<file path="config.mk">
export PLATFORM = sky130hd
export DESIGN_NAME = lrcs_div
export DESIGN_NICKNAME = d
export VERILOG_FILES = /design/src/design/lrcs_pkg.sv /design/src/design/lrcs_div.sv
export SDC_FILE = /design/constraint.sdc
export NUM_CORES = 2
export LEC_CHECK = 0
export ABC_AREA = 1
export BUFFER_PORTS_ARGS = -buffer_cell sky130_fd_sc_hd__buf_2
export CAP_MARGIN = 40
export CORE_ASPECT_RATIO = 0.75
export CORE_UTILIZATION = 52
export DETAILED_ROUTE_END_ITERATION = 8
export PLACE_DENSITY = 0.65
export SLEW_MARGIN = 10
export SYNTH_ARGS = -nofsm -noshare
export SYNTH_HDL_FRONTEND = slang
export SYNTH_SLANG_ARGS = --single-unit
</file>
<file path="constraint.sdc">
create_clock -name clk -period 8.4 [get_ports clk]
set_input_delay 0.84 -clock clk [delete_from_list [all_inputs] [get_ports clk]]
set_output_delay 0.84 -clock clk [all_outputs]
set_load 0.05 [all_outputs]
</file>
<file path="src/design/lrcs_pkg.sv">
`default_nettype none
package lrcs_pkg;

	localparam int unsigned MAX_TEXTURE_WIDTH = 16384;
	localparam int unsigned DIV_STAGES = 8;
	localparam int unsigned DIV_STEP = 4;
	localparam int unsigned TB_RESET = 4;

	typedef struct packed {
		logic [13:0] x;
		logic [31:0] y;
		logic [14:0] width;
		logic [31:0] height;
		logic [31:0] offset;
	} region_t;

endpackage
`default_nettype wire

</file>
<file path="src/design/lrcs_div.sv">
`default_nettype none
// Pipelined restoring divider: a 32-bit dividend by a divisor of up to 15 bits,
// four quotient bits per stage. All stages move together on en.
module lrcs_div (
	input  wire logic        clk,
	input  wire logic        en,
	input  wire logic [31:0] num,
	input  wire logic [14:0] den,
	output logic      [31:0] quo,
	output logic      [14:0] rem
);

	typedef struct packed {
		logic [14:0] rem;
		logic [31:0] num;
		logic [14:0] den;
	} div_st_t;

	div_st_t st_s [lrcs_pkg::DIV_STAGES];

	// The dividend shifts out at the top while quotient bits shift in below.
	function automatic div_st_t div_step(div_st_t a);
		div_st_t     r;
		logic [15:0] t;
		logic        ge;
		r = a;
		for (int i = 0; i < lrcs_pkg::DIV_STEP; i++) begin
			t = {r.rem, r.num[31]};
			ge = (t >= {1'b0, r.den});
			r.num = {r.num[30:0], ge};
			r.rem = ge ? 15'(t - {1'b0, r.den}) : t[14:0];
		end
		return r;
	endfunction

	always_ff @(posedge clk) begin
		if (en) begin
			st_s[0] <= div_step('{rem: 15'd0, num: num, den: den});
			for (int k = 1; k < lrcs_pkg::DIV_STAGES; k++) begin
				st_s[k] <= div_step(st_s[k-1]);
			end
		end
	end

	assign quo = st_s[lrcs_pkg::DIV_STAGES-1].num;
	assign rem = st_s[lrcs_pkg::DIV_STAGES-1].rem;

endmodule
`default_nettype wire

</file>
==> run_summary.xml <==
<?xml version="1.0" encoding="UTF-8"?>
<metrics>
  <group name="cts">
    <metric name="htree_levels" unit="">2</metric>
    <metric name="buffer_cell_driving_the_clock_tree_root" unit="">sky130_fd_sc_hd__clkbuf_16</metric>
    <metric name="worstSkewPairLatency" unit="ns">0.63</metric>
    <metric name="cts_tree" unit="">yes</metric>
    <metric name="cts_max_path_buffers" unit="">3</metric>
    <metric name="clkTransAtPathRegs" unit="ns">0.07</metric>
    <metric name="postCtsHoldBufs" unit="">0</metric>
    <metric name="clock-sinks" unit="">481</metric>
    <metric name="tritoncts.num_buffers" unit="">50</metric>
  </group>
  <group name="routing">
    <metric name="postRouteAntennaNets" unit="">0</metric>
    <metric name="detailed_route_wl" unit="um">118800</metric>
    <metric name="route.detailed.vias_per_inst" unit="">5.405</metric>
    <metric name="drt_iter0_markers" unit="">3501</metric>
    <metric name="route.vias.total" unit="">37990</metric>
    <metric name="detail_route.wl_per_cell" unit="um">16.91</metric>
    <metric name="drt_pre_antenna_iters" unit="">8</metric>
    <metric name="detail_route.drc_violations" unit="">0</metric>
  </group>
  <group name="floorplanning">
    <metric name="die_area" unit="sq um">85070</metric>
    <metric name="pin_count" unit="">96</metric>
    <metric name="start_util" unit="%">52.77</metric>
    <metric name="die_x" unit="um">336.4</metric>
    <metric name="die_height" unit="um">252.8</metric>
    <metric name="std_cell_rows" unit="">91</metric>
    <metric name="placeableCoreArea" unit="sq um">82660</metric>
  </group>
  <group name="worst_hold_path">
    <metric name="min_path_cells" unit="">1</metric>
    <metric name="min_from" unit="">num[22]</metric>
    <metric name="whs_endpoint" unit="">st_s[0][41]</metric>
    <metric name="holdCritPathClass" unit="">input port to flip-flop</metric>
  </group>
  <group name="timing">
    <metric name="slew_viol_final" unit="">0</metric>
    <metric name="timing.fmax" unit="MHz">125.7</metric>
    <metric name="worst_clock_skew" unit="ns">0.01789</metric>
    <metric name="timing.final.setup_violations" unit="">0</metric>
    <metric name="final.period_utilization" unit="%">94.72</metric>
    <metric name="worst-slew-pin-transition" unit="ns">0.9718</metric>
    <metric name="finalHoldViolations" unit="">0</metric>
    <metric name="max_slew_margin" unit="%">35.21</metric>
    <metric name="fin_crit" unit="ns">7.956</metric>
    <metric name="timing.hold.ws" unit="ns">0.3782</metric>
    <metric name="rsz_0062_raised_after_global_routing" unit="">yes</metric>
  </group>
  <group name="final_layout">
    <metric name="filler_cell_count" unit="">7808</metric>
    <metric name="final_net_count" unit="">6419</metric>
    <metric name="largest_registers_ranked_by_flip_flop_count" unit="">st_s (481)</metric>
    <metric name="final_util" unit="%">58.71</metric>
    <metric name="largest_reg_by_ff_count" unit="">st_s</metric>
    <metric name="drive_above_1_share" unit="%">11.84</metric>
    <metric name="largest_reg_flops" unit="">481</metric>
    <metric name="syn_to_final_growth" unit="%">11.25</metric>
  </group>
  <group name="synthesis">
    <metric name="synthesis_warnings" unit="">0</metric>
    <metric name="post_synth_edffs" unit="">481</metric>
    <metric name="net_count_of_the_mapped_netlist" unit="">6128</metric>
    <metric name="synth.lib_cells_used.distinct" unit="">62</metric>
    <metric name="syn-mean-instance-area" unit="sq um">7.816</metric>
    <metric name="postSynth.topFlopCell" unit="">sky130_fd_sc_hd__edfxtp_1</metric>
    <metric name="ys_seq_elements" unit="">481</metric>
    <metric name="synth_common_cells" unit="">sky130_fd_sc_hd__nand2_1, sky130_fd_sc_hd__inv_1, sky130_fd_sc_hd__edfxtp_1, sky130_fd_sc_hd__ha_1, sky130_fd_sc_hd__a21oi_1</metric>
    <metric name="synth.yosys.seq_area_share" unit="%">33.11</metric>
    <metric name="synthDominantAreaCellType" unit="">sky130_fd_sc_hd__edfxtp_1</metric>
    <metric name="ys_top_cells_by_area" unit="">sky130_fd_sc_hd__edfxtp_1, sky130_fd_sc_hd__nand2_1, sky130_fd_sc_hd__ha_1</metric>
    <metric name="synthDominantCellAreaShare" unit="%">33.11</metric>
    <metric name="post-synth-top-count-cell" unit="">sky130_fd_sc_hd__nand2_1</metric>
    <metric name="synthesis.area" unit="sq um">43620</metric>
    <metric name="synth_async_sr_flop_share" unit="%">0</metric>
    <metric name="synthesized_instance_count" unit="">5581</metric>
  </group>
  <group name="worst_setup_path">
    <metric name="critPathMostFrequentCell" unit="">sky130_fd_sc_hd__nand2_1</metric>
    <metric name="rrSetupSlack" unit="ns">0.44</metric>
    <metric name="ff_to_ff_end" unit="">st_s[1][240]</metric>
    <metric name="timing.rr.start" unit="">st_s[1][170]</metric>
    <metric name="timing.critical_path.arrival" unit="ns">8.33</metric>
    <metric name="worst_setup_path_end_kind" unit="">flip-flop</metric>
    <metric name="worst_r2r_path_cells" unit="">48</metric>
    <metric name="worst_path_max_delay_cell" unit="">sky130_fd_sc_hd__fa_1</metric>
    <metric name="worst_path_largest_cell_delay" unit="ns">0.40</metric>
    <metric name="cp_max_fo" unit="">12</metric>
    <metric name="criticalPathCategory" unit="">flip-flop to flip-flop</metric>
    <metric name="cp-start-kind" unit="">flip-flop</metric>
    <metric name="worstPathRequired" unit="ns">8.78</metric>
  </group>
  <group name="flow_run">
    <metric name="maxCapViolCount" unit="">0</metric>
  </group>
  <group name="place">
    <metric name="gp_routability_congestion" unit="">0.9660</metric>
    <metric name="place.port_buffers" unit="">95</metric>
    <metric name="hpwlAfterDp" unit="um">94930</metric>
  </group>
  <group name="global_route">
    <metric name="initial_antenna_violation_count" unit="">3</metric>
    <metric name="grt_pass1_vias" unit="">34270</metric>
    <metric name="grt.overflow.total" unit="">0</metric>
    <metric name="global_route.usage.total" unit="%">27.32</metric>
    <metric name="grt_start_max_net_pins" unit="">164</metric>
    <metric name="grt_pass1_wl" unit="um">184300</metric>
  </group>
  <group name="status">
    <metric name="run_status" unit="">finished, final reports clean</metric>
  </group>
</metrics>
-- cell families after synthesis --
logic type	Yosys count	share of synthesized area [%]
buffers and inverters	808	8.114
xor gates and xnor gates	345	6.927
DFF	481	33.11
and+or+nand+nor	2497	24.85
AOI/OAI and AO/OA	952	12.18
adders and majority gates	498	14.82
-- cell usage in the layout (no fill, tap or decap), types with 31 or more instances in the layout --
cell type and instances:
sky130_fd_sc_hd__nand2_1 1619, sky130_fd_sc_hd__inv_1 655, sky130_fd_sc_hd__edfxtp_1 481, sky130_fd_sc_hd__ha_1 459, sky130_fd_sc_hd__a21oi_1 418, sky130_fd_sc_hd__nand3_1 302, sky130_fd_sc_hd__nor2_1 271, sky130_fd_sc_hd__buf_4 245
sky130_fd_sc_hd__o21ai_0 243, sky130_fd_sc_hd__xor2_1 197, sky130_fd_sc_hd__xnor2_1 148, sky130_fd_sc_hd__buf_2 94, sky130_fd_sc_hd__o21ai_1 76, sky130_fd_sc_hd__nand4_1 60, sky130_fd_sc_hd__nor3_1 50, sky130_fd_sc_hd__clkbuf_16 50
sky130_fd_sc_hd__a21oi_2 42, sky130_fd_sc_hd__o21ai_2 34, sky130_fd_sc_hd__or2_2 33, sky130_fd_sc_hd__fa_1 31
-- worst max path at each step --
stage / to / startpoint / slack, ns / cells past startpoint
floorplan: st_s[0][244] / st_s[0][125] / 1.07 / 47
global placement: st_s[0][180] / st_s[0][63] / -0.21 / 45
detailed placement: st_s[0][180] / st_s[0][63] / -0.26 / 45
CTS: st_s[0][180] / st_s[0][63] / 0.01 / 47
global route: st_s[0][184] / st_s[0][108] / -0.03 / 51
finish: st_s[1][240] / st_s[1][170] / 0.44 / 48
-- worst max-delay path, delay by kind of cell, from the launching register on --
kind | cells | cell delay, ns
compound gates | 7 | 1.25
fa+ha+maj | 5 | 1.62
buf+inv | 9 | 1.06
simple gates | 27 | 3.35
flops | 1 | 0.39
-- stage by stage --
step           TNS, ns  instances  cell area, sq um  worst slack [ns]
3_5_place_dp    -3.414       6880             46220           -0.2602
5_1_grt        -0.1235       7028             48530          -0.03349
4_1_cts              0       6974             47800           0.01299
3_3_place_gp    -2.682       6878             46190           -0.2095
2_1_floorplan        0       5581             43620             1.071
6_report             0       7028             48530            0.4435
-- what timing repair did --
item	4_1_cts	5_1_grt
setup buffers	3	46
resized for setup	3	105
endpoints found under the setup margin	18	112
gates cloned	0	7
pin swaps	1	19
-- routing by layer --
layer	wire [um]	track usage [%]
met3	9066	4.204
met5	18	0
met1	58420	41.70
met4	2959	7.130
met2	48360	39.80
-- layout make-up --
type / instances / area (sq um) / area share (%)
Antenna cell: 1 / 2.502 / 0.005157
Sequential cell: 481 / 14440 / 29.76
Tap cell: 1116 / 1396 / 2.877
Inverter: 688 / 2625 / 5.409
Timing Repair Buffer: 352 / 2547 / 5.249
Multi-Input combinational cell: 4299 / 25970 / 53.52
Clock buffer: 56 / 1274 / 2.625
Clock inverter: 35 / 269.0 / 0.5543
Power is left out: the tool's default activity adds up to more than one toggle a clock period on the data nets, which glitch-free logic cannot reach.
